$ cat src/rtl/ifsf_pkg.sv
// ----------------------------------------------------------------------------
// ifsf_pkg
// Shared constants, command word type and stuffing helpers for the framer.
// ----------------------------------------------------------------------------
package ifsf_pkg;

    localparam logic [7:0] FLAG_BYTE = 8'h7E;
    localparam logic [7:0] ESC_BYTE  = 8'h7D;
    localparam logic [7:0] ESC_FLAG  = 8'h5E;
    localparam logic [7:0] ESC_ESC   = 8'h5D;
    localparam logic [7:0] ACK_LOW   = 8'h05;

    localparam logic [7:0] ADDRESS_RESET = 8'h03;

    // APB register map: one 32-bit register, byte address 4*index
    localparam int         PADDR_W         = 3;
    localparam logic       REG_IDX_ADDRESS = 1'b0;

    localparam int         QUEUE_DEPTH_DEF = 2;

    typedef enum logic {
        REQ_PAYLOAD = 1'b0,
        REQ_ACK     = 1'b1
    } t_req;

    // One classified item, handed from the front to the back
    typedef struct packed {
        logic       is_ack;
        logic       ack_ok;
        logic       hdr;      // frame opens with this byte: send header first
        logic [7:0] addr;
        logic [7:0] ctrl;
        logic [7:0] data;
        logic       last;
        logic [7:0] check;    // frame check, valid when last is set
    } t_cmd;

    function automatic logic needs_esc(input logic [7:0] b);
        needs_esc = (b == FLAG_BYTE) || (b == ESC_BYTE);
    endfunction

    function automatic logic [7:0] esc_second(input logic [7:0] b);
        esc_second = (b == FLAG_BYTE) ? ESC_FLAG : ESC_ESC;
    endfunction

endpackage

$ cat src/rtl/info_frame_stuffing_framer_core.sv
// ----------------------------------------------------------------------------
// info_frame_stuffing_framer_core
// Stop-and-wait information frame sender with byte stuffing and XOR checks.
// ----------------------------------------------------------------------------
// Each input word is either a payload byte or the fields of a received
// acknowledgment. The first payload byte of a frame is preceded by the header
// (flag 7E, address, control = sequence bit in bit 6, address XOR control),
// payload bytes go out stuffed (7E -> 7D 5E, 7D -> 7D 5D), and the byte marked
// last is followed by the stuffed XOR check of the payload and a closing flag.
// An acknowledgment yields one word with no line byte that reports whether it
// matched; a match toggles the sequence bit. Header bytes are never stuffed.
// Rate: the back end drives one output word per cycle while the output is not
// stalled. An input word makes 1 output word for a plain payload byte or an
// acknowledgment, 2 for an escaped byte, plus 4 when it opens a frame and
// 2 to 3 when it closes one (at most 9). The front classifies one input word
// per cycle while the command queue is not full and keeps the sequence, frame
// and check state, so it can run ahead of the back end by QUEUE_DEPTH words.
// Empty payloads are not supported. The address register is at APB byte
// address 0 and should be written only while the block is idle.
// ----------------------------------------------------------------------------
module info_frame_stuffing_framer_core
    import ifsf_pkg::*;
#(
    parameter int QUEUE_DEPTH = QUEUE_DEPTH_DEF
) (
    input  logic               i_clk,
    input  logic               i_rst_n,
    // APB configuration port
    input  logic               psel,
    input  logic               penable,
    input  logic               pwrite,
    input  logic [PADDR_W-1:0] paddr,
    input  logic [31:0]        pwdata,
    output logic [31:0]        prdata,
    output logic               pready,
    // input word channel
    input  logic               i_in_valid,
    output logic               o_in_stall,
    input  logic               i_req_type,
    input  logic [7:0]         i_payload_byte,
    input  logic               i_last_byte,
    input  logic [7:0]         i_ack_address,
    input  logic [7:0]         i_ack_control,
    input  logic [7:0]         i_ack_check,
    // output word channel
    output logic               o_out_valid,
    input  logic               i_out_stall,
    output logic [7:0]         o_out_byte,
    output logic               o_byte_present,
    output logic               o_frame_end,
    output logic               o_ack_accepted,
    output logic               o_run_last
);

    logic [7:0] r_address;
    logic       cfg_wr;

    t_cmd       front_cmd;
    t_cmd       head_cmd;
    logic       q_full;
    logic       q_empty;
    logic       q_pop;
    logic       in_accept;

    // APB: pready is always high; decode the word index only
    assign pready = 1'b1;
    assign cfg_wr = psel && penable && pwrite && (paddr[2] == REG_IDX_ADDRESS);
    assign prdata = (paddr[2] == REG_IDX_ADDRESS) ? {24'b0, r_address} : 32'b0;

    always_ff @(posedge i_clk) begin
        if (!i_rst_n) begin
            r_address <= ADDRESS_RESET;
        end else if (cfg_wr) begin
            r_address <= pwdata[7:0];
        end
    end

    // hold the input side only while the command queue is full
    assign o_in_stall = q_full;
    assign in_accept  = i_in_valid && !q_full;

    ifsf_front u_front (
        .i_clk          (i_clk),
        .i_rst_n        (i_rst_n),
        .i_accept       (in_accept),
        .i_req_type     (i_req_type),
        .i_payload_byte (i_payload_byte),
        .i_last_byte    (i_last_byte),
        .i_ack_address  (i_ack_address),
        .i_ack_control  (i_ack_control),
        .i_ack_check    (i_ack_check),
        .i_address      (r_address),
        .o_cmd          (front_cmd)
    );

    ifsf_queue #(
        .DEPTH (QUEUE_DEPTH)
    ) u_queue (
        .i_clk   (i_clk),
        .i_rst_n (i_rst_n),
        .i_push  (in_accept),
        .i_cmd   (front_cmd),
        .i_pop   (q_pop),
        .o_head  (head_cmd),
        .o_full  (q_full),
        .o_empty (q_empty)
    );

    ifsf_back u_back (
        .i_clk          (i_clk),
        .i_rst_n        (i_rst_n),
        .i_head         (head_cmd),
        .i_empty        (q_empty),
        .o_pop          (q_pop),
        .o_out_valid    (o_out_valid),
        .i_out_stall    (i_out_stall),
        .o_out_byte     (o_out_byte),
        .o_byte_present (o_byte_present),
        .o_frame_end    (o_frame_end),
        .o_ack_accepted (o_ack_accepted),
        .o_run_last     (o_run_last)
    );

endmodule

$ cat src/rtl/ifsf_front.sv
// ----------------------------------------------------------------------------
// ifsf_front
// Accepts input words, tracks frame and sequence state, classifies each word.
// ----------------------------------------------------------------------------
module ifsf_front
    import ifsf_pkg::*;
(
    input  logic       i_clk,
    input  logic       i_rst_n,
    input  logic       i_accept,
    input  logic       i_req_type,
    input  logic [7:0] i_payload_byte,
    input  logic       i_last_byte,
    input  logic [7:0] i_ack_address,
    input  logic [7:0] i_ack_control,
    input  logic [7:0] i_ack_check,
    input  logic [7:0] i_address,
    output t_cmd       o_cmd
);

    logic       r_seq;
    logic       r_open;
    logic [7:0] r_acc;
    logic       n_seq;
    logic       n_open;
    logic [7:0] n_acc;

    logic [7:0] ack_want;
    logic       ack_ok;
    logic [7:0] acc_sum;
    logic       is_ack;

    assign is_ack   = (t_req'(i_req_type) == REQ_ACK);
    assign ack_want = {~r_seq, 7'b0} | ACK_LOW;
    assign ack_ok   = (i_ack_control == ack_want) &&
                      (i_ack_check == (i_ack_address ^ i_ack_control));
    // restart the check with each new frame
    assign acc_sum  = (r_open ? r_acc : 8'h00) ^ i_payload_byte;

    always_comb begin
        o_cmd.is_ack = is_ack;
        o_cmd.ack_ok = ack_ok;
        o_cmd.hdr    = ~r_open;
        o_cmd.addr   = i_address;
        o_cmd.ctrl   = {1'b0, r_seq, 6'b0};
        o_cmd.data   = i_payload_byte;
        o_cmd.last   = i_last_byte;
        o_cmd.check  = acc_sum;
    end

    always_comb begin
        n_seq  = r_seq;
        n_open = r_open;
        n_acc  = r_acc;
        if (i_accept) begin
            if (is_ack) begin
                n_seq = r_seq ^ ack_ok;
            end else if (i_last_byte) begin
                n_open = 1'b0;
                n_acc  = 8'h00;
            end else begin
                n_open = 1'b1;
                n_acc  = acc_sum;
            end
        end
    end

    always_ff @(posedge i_clk) begin
        if (!i_rst_n) begin
            r_seq  <= 1'b0;
            r_open <= 1'b0;
            r_acc  <= 8'h00;
        end else begin
            r_seq  <= n_seq;
            r_open <= n_open;
            r_acc  <= n_acc;
        end
    end

endmodule

$ cat src/rtl/ifsf_queue.sv
// ----------------------------------------------------------------------------
// ifsf_queue
// Small command queue between the front and the back.
// ----------------------------------------------------------------------------
module ifsf_queue
    import ifsf_pkg::*;
#(
    parameter int DEPTH = QUEUE_DEPTH_DEF
) (
    input  logic i_clk,
    input  logic i_rst_n,
    input  logic i_push,
    input  t_cmd i_cmd,
    input  logic i_pop,
    output t_cmd o_head,
    output logic o_full,
    output logic o_empty
);

    localparam int PTR_W = (DEPTH > 1) ? $clog2(DEPTH) : 1;
    localparam int CNT_W = $clog2(DEPTH + 1);

    t_cmd             r_mem [DEPTH];
    logic [PTR_W-1:0] r_wr_ptr;
    logic [PTR_W-1:0] r_rd_ptr;
    logic [CNT_W-1:0] r_count;

    assign o_full  = (r_count == CNT_W'(DEPTH));
    assign o_empty = (r_count == '0);
    assign o_head  = r_mem[r_rd_ptr];

    function automatic logic [PTR_W-1:0] bump(input logic [PTR_W-1:0] p);
        bump = (p == PTR_W'(DEPTH - 1)) ? '0 : p + 1'b1;
    endfunction

    always_ff @(posedge i_clk) begin
        if (i_push) begin
            r_mem[r_wr_ptr] <= i_cmd;
        end
    end

    always_ff @(posedge i_clk) begin
        if (!i_rst_n) begin
            r_wr_ptr <= '0;
            r_rd_ptr <= '0;
            r_count  <= '0;
        end else begin
            if (i_push) begin
                r_wr_ptr <= bump(r_wr_ptr);
            end
            if (i_pop) begin
                r_rd_ptr <= bump(r_rd_ptr);
            end
            unique case ({i_push, i_pop})
                2'b10:   r_count <= r_count + 1'b1;
                2'b01:   r_count <= r_count - 1'b1;
                default: r_count <= r_count;
            endcase
        end
    end

endmodule

$ cat src/rtl/ifsf_back.sv
// ----------------------------------------------------------------------------
// ifsf_back
// Expands queued commands into output-register line words, one per unstalled cycle.
// ----------------------------------------------------------------------------
module ifsf_back
    import ifsf_pkg::*;
(
    input  logic       i_clk,
    input  logic       i_rst_n,
    input  t_cmd       i_head,
    input  logic       i_empty,
    output logic       o_pop,
    output logic       o_out_valid,
    input  logic       i_out_stall,
    output logic [7:0] o_out_byte,
    output logic       o_byte_present,
    output logic       o_frame_end,
    output logic       o_ack_accepted,
    output logic       o_run_last
);

    typedef enum logic [10:0] {
        ST_START = 11'b000_0000_0001,
        ST_FLAG  = 11'b000_0000_0010,
        ST_ADDR  = 11'b000_0000_0100,
        ST_CTRL  = 11'b000_0000_1000,
        ST_HCHK  = 11'b000_0001_0000,
        ST_PAY   = 11'b000_0010_0000,
        ST_PAY2  = 11'b000_0100_0000,
        ST_CHK   = 11'b000_1000_0000,
        ST_CHK2  = 11'b001_0000_0000,
        ST_END   = 11'b010_0000_0000,
        ST_ACK   = 11'b100_0000_0000
    } t_state;

    t_state     r_state;
    t_state     n_state;
    t_state     eff;

    logic       r_out_valid;
    logic [7:0] r_out_byte;
    logic       r_byte_present;
    logic       r_frame_end;
    logic       r_ack_accepted;
    logic       r_run_last;

    logic       step;
    logic       done;
    logic [7:0] w_byte;
    logic       w_present;
    logic       w_end;
    logic       w_ack;

    // output register takes a word when empty or being drained
    assign step  = (!r_out_valid || !i_out_stall) && !i_empty;
    assign o_pop = step && done;

    always_comb begin
        if (r_state == ST_START) begin
            if (i_head.is_ack) begin
                eff = ST_ACK;
            end else if (i_head.hdr) begin
                eff = ST_FLAG;
            end else begin
                eff = ST_PAY;
            end
        end else begin
            eff = r_state;
        end
    end

    always_comb begin
        w_byte    = 8'h00;
        w_present = 1'b1;
        w_end     = 1'b0;
        w_ack     = 1'b0;
        done      = 1'b0;
        n_state   = r_state;
        unique case (eff)
            ST_FLAG: begin
                w_byte  = FLAG_BYTE;
                n_state = ST_ADDR;
            end
            ST_ADDR: begin
                w_byte  = i_head.addr;
                n_state = ST_CTRL;
            end
            ST_CTRL: begin
                w_byte  = i_head.ctrl;
                n_state = ST_HCHK;
            end
            ST_HCHK: begin
                w_byte  = i_head.addr ^ i_head.ctrl;
                n_state = ST_PAY;
            end
            ST_PAY: begin
                if (needs_esc(i_head.data)) begin
                    w_byte  = ESC_BYTE;
                    n_state = ST_PAY2;
                end else begin
                    w_byte  = i_head.data;
                    n_state = ST_CHK;
                    done    = ~i_head.last;
                end
            end
            ST_PAY2: begin
                w_byte  = esc_second(i_head.data);
                n_state = ST_CHK;
                done    = ~i_head.last;
            end
            ST_CHK: begin
                if (needs_esc(i_head.check)) begin
                    w_byte  = ESC_BYTE;
                    n_state = ST_CHK2;
                end else begin
                    w_byte  = i_head.check;
                    n_state = ST_END;
                end
            end
            ST_CHK2: begin
                w_byte  = esc_second(i_head.check);
                n_state = ST_END;
            end
            ST_END: begin
                w_byte = FLAG_BYTE;
                w_end  = 1'b1;
                done   = 1'b1;
            end
            ST_ACK: begin
                w_present = 1'b0;
                w_ack     = i_head.ack_ok;
                done      = 1'b1;
            end
            default: begin
                w_present = 1'b0;
                done      = 1'b1;
            end
        endcase
        if (done) begin
            n_state = ST_START;
        end
    end

    always_ff @(posedge i_clk) begin
        if (!i_rst_n) begin
            r_state     <= ST_START;
            r_out_valid <= 1'b0;
        end else begin
            if (step) begin
                r_state     <= n_state;
                r_out_valid <= 1'b1;
            end else if (!i_out_stall) begin
                r_out_valid <= 1'b0;
            end
        end
    end

    always_ff @(posedge i_clk) begin
        if (step) begin
            r_out_byte     <= w_byte;
            r_byte_present <= w_present;
            r_frame_end    <= w_end;
            r_ack_accepted <= w_ack;
            r_run_last     <= done;
        end
    end

    assign o_out_valid    = r_out_valid;
    assign o_out_byte     = r_out_byte;
    assign o_byte_present = r_byte_present;
    assign o_frame_end    = r_frame_end;
    assign o_ack_accepted = r_ack_accepted;
    assign o_run_last     = r_run_last;

endmodule

$ cat config.mk
export PLATFORM = sky130hd
export DESIGN_NAME = info_frame_stuffing_framer_core
export DESIGN_NICKNAME = d
export VERILOG_FILES = /design/src/rtl/ifsf_pkg.sv /design/src/rtl/info_frame_stuffing_framer_core.sv /design/src/rtl/ifsf_front.sv /design/src/rtl/ifsf_queue.sv /design/src/rtl/ifsf_back.sv
export SDC_FILE = /design/constraint.sdc
export NUM_CORES = 1
export LEC_CHECK = 0
export BUFFER_PORTS_ARGS = -buffer_cell sky130_fd_sc_hd__buf_2
export CORE_ASPECT_RATIO = 1.75
export CORE_MARGIN = 4
export CORE_UTILIZATION = 50
export CTS_CLUSTER_DIAMETER = 150
export DETAILED_ROUTE_END_ITERATION = 7
export GPL_TIMING_DRIVEN = 0
export PLACE_DENSITY = 0.77
export SKIP_LAST_GASP = 1
export SYNTH_ARGS = -nofsm -noshare
export SYNTH_HDL_FRONTEND = slang
export SYNTH_HIERARCHICAL = 1
export SYNTH_SLANG_ARGS = --single-unit
$ cat constraint.sdc
create_clock -name i_clk -period 3 [get_ports i_clk]
set_input_delay 0.6 -clock i_clk [delete_from_list [all_inputs] [get_ports i_clk]]
set_output_delay 0.6 -clock i_clk [all_outputs]
set_load 0.005 [all_outputs]
# ---- Yosys cells after proc, flatten, opt, wreduce, memory -nomap -nowiden
# Memories as Yosys holds them, arrays and structs flattened. A register that Yosys moved wholly into a read port is not among the register bits.
# Index checks and enable logic that the tools add are counted.
dict set report totals {
  word_cells 101
  memories 1
  ramBits 58
  register_bits 46
  output_inout_bits 47
}
# name depth word_bits read_ports rd_clocked_by_memory_dff write_ports line_no
set memory_table {}
lappend memory_table {u_queue.r_mem 2 29 1 1 1 ifsf_queue.sv:23} ;# t_cmd r_mem [DEPTH];
dict set report op_classes {
  n_reduce_logical 23
  n_bitwise 9
  n_eq_ne 21
  n_addsub 4
  mux 29
}
# cell n
set ops {}
lappend ops {{11-bit case mux with 8 select lines} 1}
lappend ops {{8-bit case mux with 8 select lines} 1}
lappend ops {{8-bit two-way mux} 6}
lappend ops {{11-bit two-way mux} 3}
lappend ops {{8-bit by 7-bit == test with 1-bit output, second input constant} 4}
lappend ops {{8-bit XOR} 3}
lappend ops {{8-bit == test} 2}
lappend ops {{1-bit two-way mux} 12}
lappend ops {{11-bit by 1-bit == test with 1-bit output, second input constant} 1}
lappend ops {{11-bit by 10-bit == test with 1-bit output, second input constant} 1}
lappend ops {{11-bit == test, second input constant} 1}
lappend ops {{11-bit by 2-bit == test with 1-bit output, second input constant} 1}
lappend ops {{11-bit by 3-bit == test with 1-bit output, second input constant} 1}
lappend ops {{11-bit by 4-bit == test with 1-bit output, second input constant} 1}
lappend ops {{11-bit by 5-bit == test with 1-bit output, second input constant} 1}
lappend ops {{11-bit by 6-bit == test with 1-bit output, second input constant} 1}
lappend ops {{11-bit by 7-bit == test with 1-bit output, second input constant} 1}
lappend ops {{11-bit by 8-bit == test with 1-bit output, second input constant} 1}
lappend ops {{11-bit by 9-bit == test with 1-bit output, second input constant} 1}
lappend ops {{10-bit two-way mux} 1}
lappend ops {{9-bit nonzero test} 1}
lappend ops {{9-bit OR reduction} 1}
lappend ops {{1-bit logical AND} 7}
lappend ops {{6-bit two-way mux} 1}
lappend ops {{18 further kinds} 32}

# ---- Longest topological paths before layout
# Gate-level depths: netlist (run 1).
dict set report depth {
  depth_word 9
  ltp_mapped 13
}

# ---- Cells and area by module
# The synthesis (run 1) kept the hierarchy.
# mod area_per_inst_um2 n_inst seq_area_each_um2 cells_each
set by_module_without_submodules {}
lappend by_module_without_submodules {ifsf_queue 2803.9 1 2262.2 134}
lappend by_module_without_submodules {ifsf_back 1617.8 1 560.5 175}
lappend by_module_without_submodules {ifsf_front 895.9 1 200.2 101}
lappend by_module_without_submodules {info_frame_stuffing_framer_core 606.8 1 160.2 71}

# ---- Worst setup path before layout (run 1)
# Ideal clock, no wire load.
dict set report synth_timing {
  path_type {register to register}
  startpoint {register (tool-made name)}
  endpoint {register u_queue.r_count[1]}
  path_stages_with_launch 13
  setup_slack_ps -102
  setup_ps 70
  required_time_ps 2930
  synth_period_minus_slack_ps 3102
  n_path_buf 3
  t_arrival_ps 3032
  path_cell_list {dfxtp_1 > buf_2 > buf_2 > mux2_2 > nor4b_1 > o211a_1 > clkbuf_1 > nor2_1 > a32oi_2 > nor2_1 > ha_1 > or3_1 > a21boi_1}
}
# item line_no
set synth_lines {}
lappend synth_lines {{end signal: assignment} ifsf_queue.sv:55} ;# 2'b10: r_count <= r_count + 1'b1;
lappend synth_lines {{end signal: assignment} ifsf_queue.sv:56} ;# 2'b01: r_count <= r_count - 1'b1;
lappend synth_lines {{end signal: assignment} ifsf_queue.sv:57} ;# default: r_count <= r_count;
lappend synth_lines {{end: declaration} ifsf_queue.sv:26} ;# logic [CNT_W-1:0] r_count;

==> results.md, run 1 <==
* Clock share of power at 33.8%
* CTS sink cnt at 117
* DR WL/cell at 16.5 um
* Initial antenna violation count at 0
* Xor and xnor area share after synthesis at 5.55%
* Worst Hold Depth at 3
* Total number of vias at 3969
* Req. time, crit path at 3.33 ns
* Iter 0 DRT Violations at 331
* Worst endpoint data arrival time at 3.30 ns
* Net Sw Frac at 29.0%
* Port Buffers at 71
* Rel. slew slack at 32.7%
* Adder-cell area share of the yosys netlist at 0.211%
* Clock Skew at 0.0144 ns
* Cell internal pwr at 0.00406 W
* Htree depth at 4
* Total power divided by cell area at 787 mW/mm2
* Final hold slack at 0.445 ns
* Async SR Flop Fraction at 0%
* Worst-skew pair later-pin latency at 0.41 ns
* Status: finished clean
* Final Wtd Congestion at 0.878
* Compound-Gate Fraction of Synth Area at 7.84%
* Syn. warnings at 6
* GRT Util Overall at 18.3%
* Drt total wl at 12400 um
* Synth-to-Final Area Change at 22.6%
* Core area at 0.0116 mm2
* Endpoint, Worst Hold: r_address[2]$_SDFFE_PN0P_
* EDFF count, synth at 84
* Register area share after synthesis at 53.7%
* Final hold vios at 0
* Total grt overflow at 0
* Mapped Cells at 481
* Die area at 0.0137 mm2
* Worst Hold Launch: pwdata[2]
* Combinational Power Share at 29.2%
* Worst r2r dst: u_queue/r_count[1]$_SDFFE_PN0P_
* Type of the worst setup path: flip-flop to flip-flop
* Worst setup EP type: flip-flop
* Pwr Total at 0.00572 W
* Mux contribution to synthesized area at 8.53%
* Seq cells post-synth at 117
* Hold Crit Class: input pin to flip-flop
* Post-DR vias/cell at 5.28
* Row count at 52
* Root buf cell: clkbuf_16
* Die Span Y at 152 um
* Reg2reg path depth at 13
* Util after Layout at 62.7%
* Lkg Pwr at 2.89 nW
* CTS clk-pin slew, worst paths at 0.05 ns
* Antenna Nets Post-Route at 0
* Vias in the first global route at 4236
* Reg-to-reg slack, setup at 0.04 ns
* Worst slew pin tran at 1.01 ns
* Nets at 682
* Post-synthesis cell area at 0.00592 mm2
* Pins Over Slew Limit at 0
* Most common cell after layout, fill and taps aside: edfxtp_1
* HPWL Detailed at 9140 um
* Ant diodes at 0
* Dpl ws at -0.604 ns
* Worst-path maximum fanout at 10
* Largest net degree at the start of global routing at 37
* Main combinational cell family by area after synthesis: simple AND/OR/NAND/NOR gates
* CTS tree: done
* Initial Util at 51.2%
* Clock buffer depth at 2
* Max-cap check violation count at 0
* Simple-gate portion of the synthesized area at 15.1%
* Io pins at 123
* Fmax at 338 MHz
* Post-layout min period at 2.96 ns
* Fraction of layout cells with a size suffix above 1 at 38.6%
* Hold buffer count at CTS at 0
* Syn avg cell area at 12.3 um2
* First-pass GRT wire length at 19900 um
* Switching power at 0.00166 W
* Number of buffers created by CTS at 17
* Worst VDD drop at 0.453 mV
* Top_reg_cell synth: edfxtp_1
* Reg power frac at 37.0%
* DRC at 0
* Final worst path period share at 98.8%
* Most frequent cells in the layout: 84 x edfxtp_1, 75 x buf_2, 58 x buf_4
* DRT Pass-1 Iters at 6
* Final Setup Violations at 0
* Synth unique cells at 63
* Setup WS post-layout at 0.0370 ns
* Die Span X at 90.3 um
* Startpoint class of the critical path: flip-flop
-- how the worst max path moves through the flow --
stage                    start  depth (start not counted)                              end  slack (ns)
floorplan            flip-flop                         12  u_queue/r_count[1]$_SDFFE_PN0P_      0.0009
global placement    i_in_valid                          4   u_queue/r_mem[0][25]$_DFFE_PP_       -0.81
detailed placement   flip-flop                         12  u_queue/r_count[1]$_SDFFE_PN0P_       -0.60
CTS                  flip-flop                         13  u_queue/r_count[1]$_SDFFE_PN0P_        0.01
global route         flip-flop                         13  u_queue/r_count[1]$_SDFFE_PN0P_       -0.03
finish               flip-flop                         13  u_queue/r_count[1]$_SDFFE_PN0P_        0.04
-- sequential cells by signal (all words and copies together) (netlist names), named ones only --
register and cells:
u_queue/r_count 2, u_front/r_open 1, u_back/o_run_last 1, u_back/o_out_valid 1, u_back/o_out_byte 8, u_back/o_byte_present 1
u_back/o_ack_accepted 1, u_front/r_seq 1, u_back/o_frame_end 1, u_queue/r_mem 72, r_address 8, u_front/r_acc 8
u_queue/r_wr_ptr 1, u_back/r_state 9, u_queue/r_rd_ptr 1
-- synth_stat cells, types with 7 or more instances --
library cell	instances	share of area, %
inv_1	11	0.70
xor2_1	11	1.6
a22oi_1	12	1.5
nor2b_1	20	2.1
edfxtp_1	84	43
buf_4	53	6.7
dfxtp_1	33	11
mux2_2	36	6.8
and2b_2	9	1.3
xnor2_1	14	2.1
nor2_1	15	0.95
mux2i_1	10	1.7
nand2b_1	8	0.84
nand3_1	11	0.93
buf_2	7	0.59
nand2_1	41	2.6
clkbuf_1	8	0.51
-- metal layers --
metal / vias up / wire, um / GRT usage, %
met4: 0 / 459 / 10.2
met3: 32 / 423 / 3.91
met1: 1893 / 4510 / 18.3
li1: 1919 / - / -
met2: 125 / 6990 / 34.5
met5: - / 0 / 0
-- metrics by stage --
stage | TNS [ns] | cell area [um2] | cells
after detailed placement | -1.30 | 6590 | 717
after floorplan | 0 | 6030 | 510
after global routing | -0.0292 | 7270 | 752
after CTS | 0 | 7240 | 750
final | 0 | 7270 | 752
after global placement | -30.67 | 6560 | 716
-- critical path, cell delays in order (launching register included) --
cell,delay [ns]
dfxtp_1,0.32
buf_6,0.15
buf_12,0.15
mux2_4,0.34
nor4b_4,0.27
o211a_1,0.25
clkbuf_8,0.18
nor2_1,0.06
a32oi_2,0.25
nor2_2,0.09
ha_2,0.21
xnor2_1,0.14
or3_1,0.31
a21boi_1,0.15
-- area by class of cell --
cell class                 count  area (um2)
clock inverter                12         138
timing repair buffer          76         405
clock buffer                  19         433
sequential                   117        3180
fill                         925        4320
buffer                        70         519
inverter                      11        41.3
multi-input combinational    312        2380
tap                          135         169
-- timing repair --
item,4_1_cts,5_1_grt
buffers inserted,2,2
setup endpoints to repair,4,2
cloned,0,0
gates resized for setup,14,4
hold endpoints to repair,0,0
pin swaps,3,3
-- power groups by stage --
| stage | registers, W | logic, W | clock network [W] |
|---|---|---|---|
| after floorplan | 0.00214 | 0.00106 | 0 |
| final | 0.00211 | 0.00167 | 0.00194 |
| after detailed placement | 0.00214 | 0.00152 | 0 |
| after global placement | 0.00214 | 0.00146 | 0 |
| after CTS | 0.00212 | 0.00162 | 0.00197 |
| after global routing | 0.00214 | 0.00180 | 0.00204 |
-- cell families (layout without fill, tap and decap cells) --
| logic type | after synthesis | after routing |
|---|---|---|
| AND/OR/NAND/NOR | 144 | 144 |
| flip-flops | 117 | 117 |
| other | 3 | 32 |
| XOR/XNOR | 30 | 30 |
| buffers and inverters | 81 | 188 |
| adder cells (fa/ha/maj) | 1 | 1 |
| multiplexers | 46 | 46 |
| AO/OA/AOI/OAI | 59 | 59 |
Note: power is estimated with default switching activity, not from simulation.
==> inputs of run 2 (changes only) <==
- CORE_UTILIZATION: 50 -> 60
- PLACE_DENSITY: 0.77 -> 0.86
- clock period: 3 -> 3.5 ns (I/O delays scaled with it)
==> run 2 against run 1 <==
  * Count of clock-buffer cells in the layout is 6 higher
  * Maximum frequency is 12% lower
  * Global-route usage is 4.7 points higher
  * Largest cell class unchanged
  * First-iteration DRC count is 34% higher
  * Highest routed layer unchanged
  * Sequential power is 14% lower
==> results.md, run 2 (synthesis gave the netlist of run 1 again) <==
* Number of buffers created by CTS at 17 (unchanged)
* Io pins at 123 (unchanged)
* Worst r2r dst: u_queue/r_count[1]$_SDFFE_PN0P_ (unchanged)
* Iter 0 DRT Violations at 444 (was 331)
* Max-cap check violation count at 0 (unchanged)
* Initial antenna violation count at 0 (unchanged)
* Util after Layout at 74.8% (was 62.7%)
* Biggest regs: u_queue/r_mem x72, u_back/r_state x9 (unchanged)
* Nets at 679 (was 682)
* Fraction of layout cells with a size suffix above 1 at 36.9% (was 38.6%)
* Port Buffers at 71 (unchanged)
* CP Cell Sequence: buf_2 -> buf_4 -> mux2_2 -> nand2b_1 -> a31oi_2 -> or3_1 -> a32oi_2 -> nor2_1 -> ha_1 -> or3_1 -> a21boi_1 (was buf_6 -> buf_12 -> mux2_4 -> nor4b_4 -> o211a_1 -> clkbuf_8 -> nor2_1 -> a32oi_2 -> nor2_2 -> ha_2 -> xnor2_1 -> or3_1 -> a21boi_1)
* Pins Over Slew Limit at 0 (unchanged)
* Slowest stage delay, CP at 0.44 ns (was 0.34 ns)
* Hold buffer count at CTS at 0 (unchanged)
* Htree depth at 4 (unchanged)
* Crit-path slowest cell: or3_1 (was mux2_4)
* Total grt overflow at 0 (unchanged)
* Reg2reg path depth at 11 (was 13)
* Worst slew pin tran at 1.05 ns (was 1.01 ns)
* Final Wtd Congestion at 0.889 (was 0.878)
* Startpoint class of the critical path: flip-flop (unchanged)
* Drt total wl at 13200 um (was 12400 um)
* Synth-to-Final Area Change at 20.2% (was 22.6%)
* Crit-path most repeated cell: or3_1
* Req. time, crit path at 3.83 ns (was 3.33 ns)
* Lkg Pwr at 2.83 nW (was 2.89 nW)
* Die Span Y at 139 um (was 152 um)
* Worst-path maximum fanout at 10 (unchanged)
* Worst-skew pair later-pin latency at 0.41 ns (about the same)
* Combinational Power Share at 28.8% (was 29.2%)
* Fill count at 638 (was 925)
* Rel. slew slack at 29.7% (was 32.7%)
* Worst setup EP type: flip-flop (unchanged)
* GRT Util Overall at 23.0% (was 18.3%)
* Cell internal pwr at 0.00332 W (was 0.00406 W)
* Clock Skew at 0.00939 ns (was 0.0144 ns)
* Reg power frac at 38.4% (was 37.0%)
* Most common cell after layout, fill and taps aside: edfxtp_1 (unchanged)
* Switching power at 0.00141 W (was 0.00166 W)
* Clock buffer depth at 2 (unchanged)
* Most frequent cells in the layout: 84 x edfxtp_1, 77 x buf_2, 56 x buf_4 (was 84 x edfxtp_1, 75 x buf_2, 58 x buf_4)
* Core area at 0.00953 mm2 (was 0.0116 mm2)
* Worst endpoint data arrival time at 3.71 ns (was 3.30 ns)
* Reg-to-reg slack, setup at 0.12 ns (was 0.04 ns)
* Status: finished clean (unchanged)
* Root buf cell: clkbuf_16 (unchanged)
* DRT Pass-1 Iters at 5 (was 6)
* Antenna Nets Post-Route at 0 (unchanged)
* Worst setup path end: u_queue/r_count[1]$_SDFFE_PN0P_ (unchanged)
* Initial Util at 62.2% (was 51.2%)
* Die area at 0.0116 mm2 (was 0.0137 mm2)
* Die Span X at 83.1 um (was 90.3 um)
* Clock share of power at 32.8% (was 33.8%)
* Worst VDD drop at 0.449 mV (was 0.453 mV)
* Max reg flops at 72 (unchanged)
* Reg with most FFs: u_queue/r_mem (unchanged)
* Setup TNS at 0 ns (unchanged)
* Post-layout min period at 3.38 ns (was 2.96 ns)
* Final hold vios at 0 (unchanged)
* Row count at 47 (was 52)
* DR WL/cell at 17.9 um (was 16.5 um)
* Hold Crit Class: flip-flop to flip-flop (was input pin to flip-flop)
* Total power divided by cell area at 663 mW/mm2 (was 787 mW/mm2)
* Final Setup Violations at 0 (unchanged)
* CTS clk-pin slew, worst paths at 0.05 ns (about the same)
* Final worst path period share at 96.5% (was 98.8%)
* Net Sw Frac at 29.8% (was 29.0%)
* HPWL Detailed at 9200 um (was 9140 um)
* Post-DR vias/cell at 5.67 (was 5.28)
* Ant diodes at 0 (unchanged)
* Type of the worst setup path: flip-flop to flip-flop (unchanged)
* Largest net degree at the start of global routing at 37 (unchanged)
* CTS sink cnt at 117 (unchanged)
* DRC at 0 (unchanged)
* Total number of vias at 4177 (was 3969)
* CTS tree: done (unchanged)
* Fmax at 296 MHz (was 338 MHz)
* First-pass GRT wire length at 20900 um (was 19900 um)
* Vias in the first global route at 4333 (was 4236)
run 2: changes by cell type in the layout (fill, tap and decap cells not counted), sizes merged:
cell / change
clkbuf: +5
buf: -2
bufinv: -2
clkinvlp: -2
clkinv: -1
run 2: area by class of cell:
class / count / area (um2) / area share, %
well taps: 122 / 153 / 2.14
clock inverters: 7 / 56.3 / 0.791
inverters: 11 / 41.3 / 0.580
flip-flops and latches: 117 / 3180 / 44.7
clock buffers: 25 / 475 / 6.68
plain buffers: 69 / 484 / 6.80
repair buffers: 74 / 390 / 5.48
multi-input cells: 312 / 2340 / 32.8
run 2: routing by layer:
metal  wire (um)  part of all wire (%)  track usage, %  up-vias
li1            -                     -               -     1918
met1        4540                    34            23.1     1984
met2        7300                    55            42.6      220
met3         793                   6.0            4.61       55
met4         591                   4.5            14.5        0
met5           0                     0               0        -
run 2: worst min-delay path by stage:
stage                     depth (start not counted)                      start                   endpoint  slack, ns
final                                             2  r_address[3]$_SDFFE_PN0P_  r_address[3]$_SDFFE_PN0P_       0.47
after global routing                              2  r_address[3]$_SDFFE_PN0P_  r_address[3]$_SDFFE_PN0P_       0.49
after CTS                                         2  r_address[3]$_SDFFE_PN0P_  r_address[3]$_SDFFE_PN0P_       0.47
after detailed placement                          2  r_address[3]$_SDFFE_PN0P_  r_address[3]$_SDFFE_PN0P_       0.46
after global placement                            2  r_address[6]$_SDFFE_PN0P_  r_address[6]$_SDFFE_PN0P_       0.46
after floorplan                                   2  r_address[2]$_SDFFE_PN0P_  r_address[2]$_SDFFE_PN0P_       0.44
run 2: power groups by stage:
stage	sequential, W	clock [W]	combinational, W
final	0.00181	0.00155	0.00136
after CTS	0.00181	0.00157	0.00133
after floorplan	0.00184	0	0.000906
after global routing	0.00183	0.00163	0.00146
after global placement	0.00183	0	0.00125
after detailed placement	0.00184	0	0.00130
run 2: what timing repair did:
action	in CTS	in global routing
buffers inserted	1	1
resized for setup	1	3
pin swaps	1	1
setup endpoints to repair	2	1
run 2: stage by stage:
step / std cells / area (um2) / power (W) / hold WS (ns) / setup slack [ns]
2_1_floorplan: 510 / 6030 / 0.00274 / 0.444 / 0.398
3_3_place_gp: 703 / 6540 / 0.00308 / 0.458 / -0.359
3_5_place_dp: 704 / 6570 / 0.00314 / 0.463 / -0.234
4_1_cts: 736 / 7110 / 0.00471 / 0.469 / 0.0281
5_1_grt: 737 / 7120 / 0.00491 / 0.489 / -0.00489
6_report: 737 / 7120 / 0.00472 / 0.470 / 0.122
run 2: worst max-delay path, delay by kind of cell (launching register included):
family,cells,cell delay (ns)
buffers and inverters,2,0.47
flip-flops,1,0.30
AND/OR/NAND/NOR,4,1.12
multiplexers,1,0.41
adder cells (fa/ha/maj),1,0.35
AO/OA/AOI/OAI,3,0.66
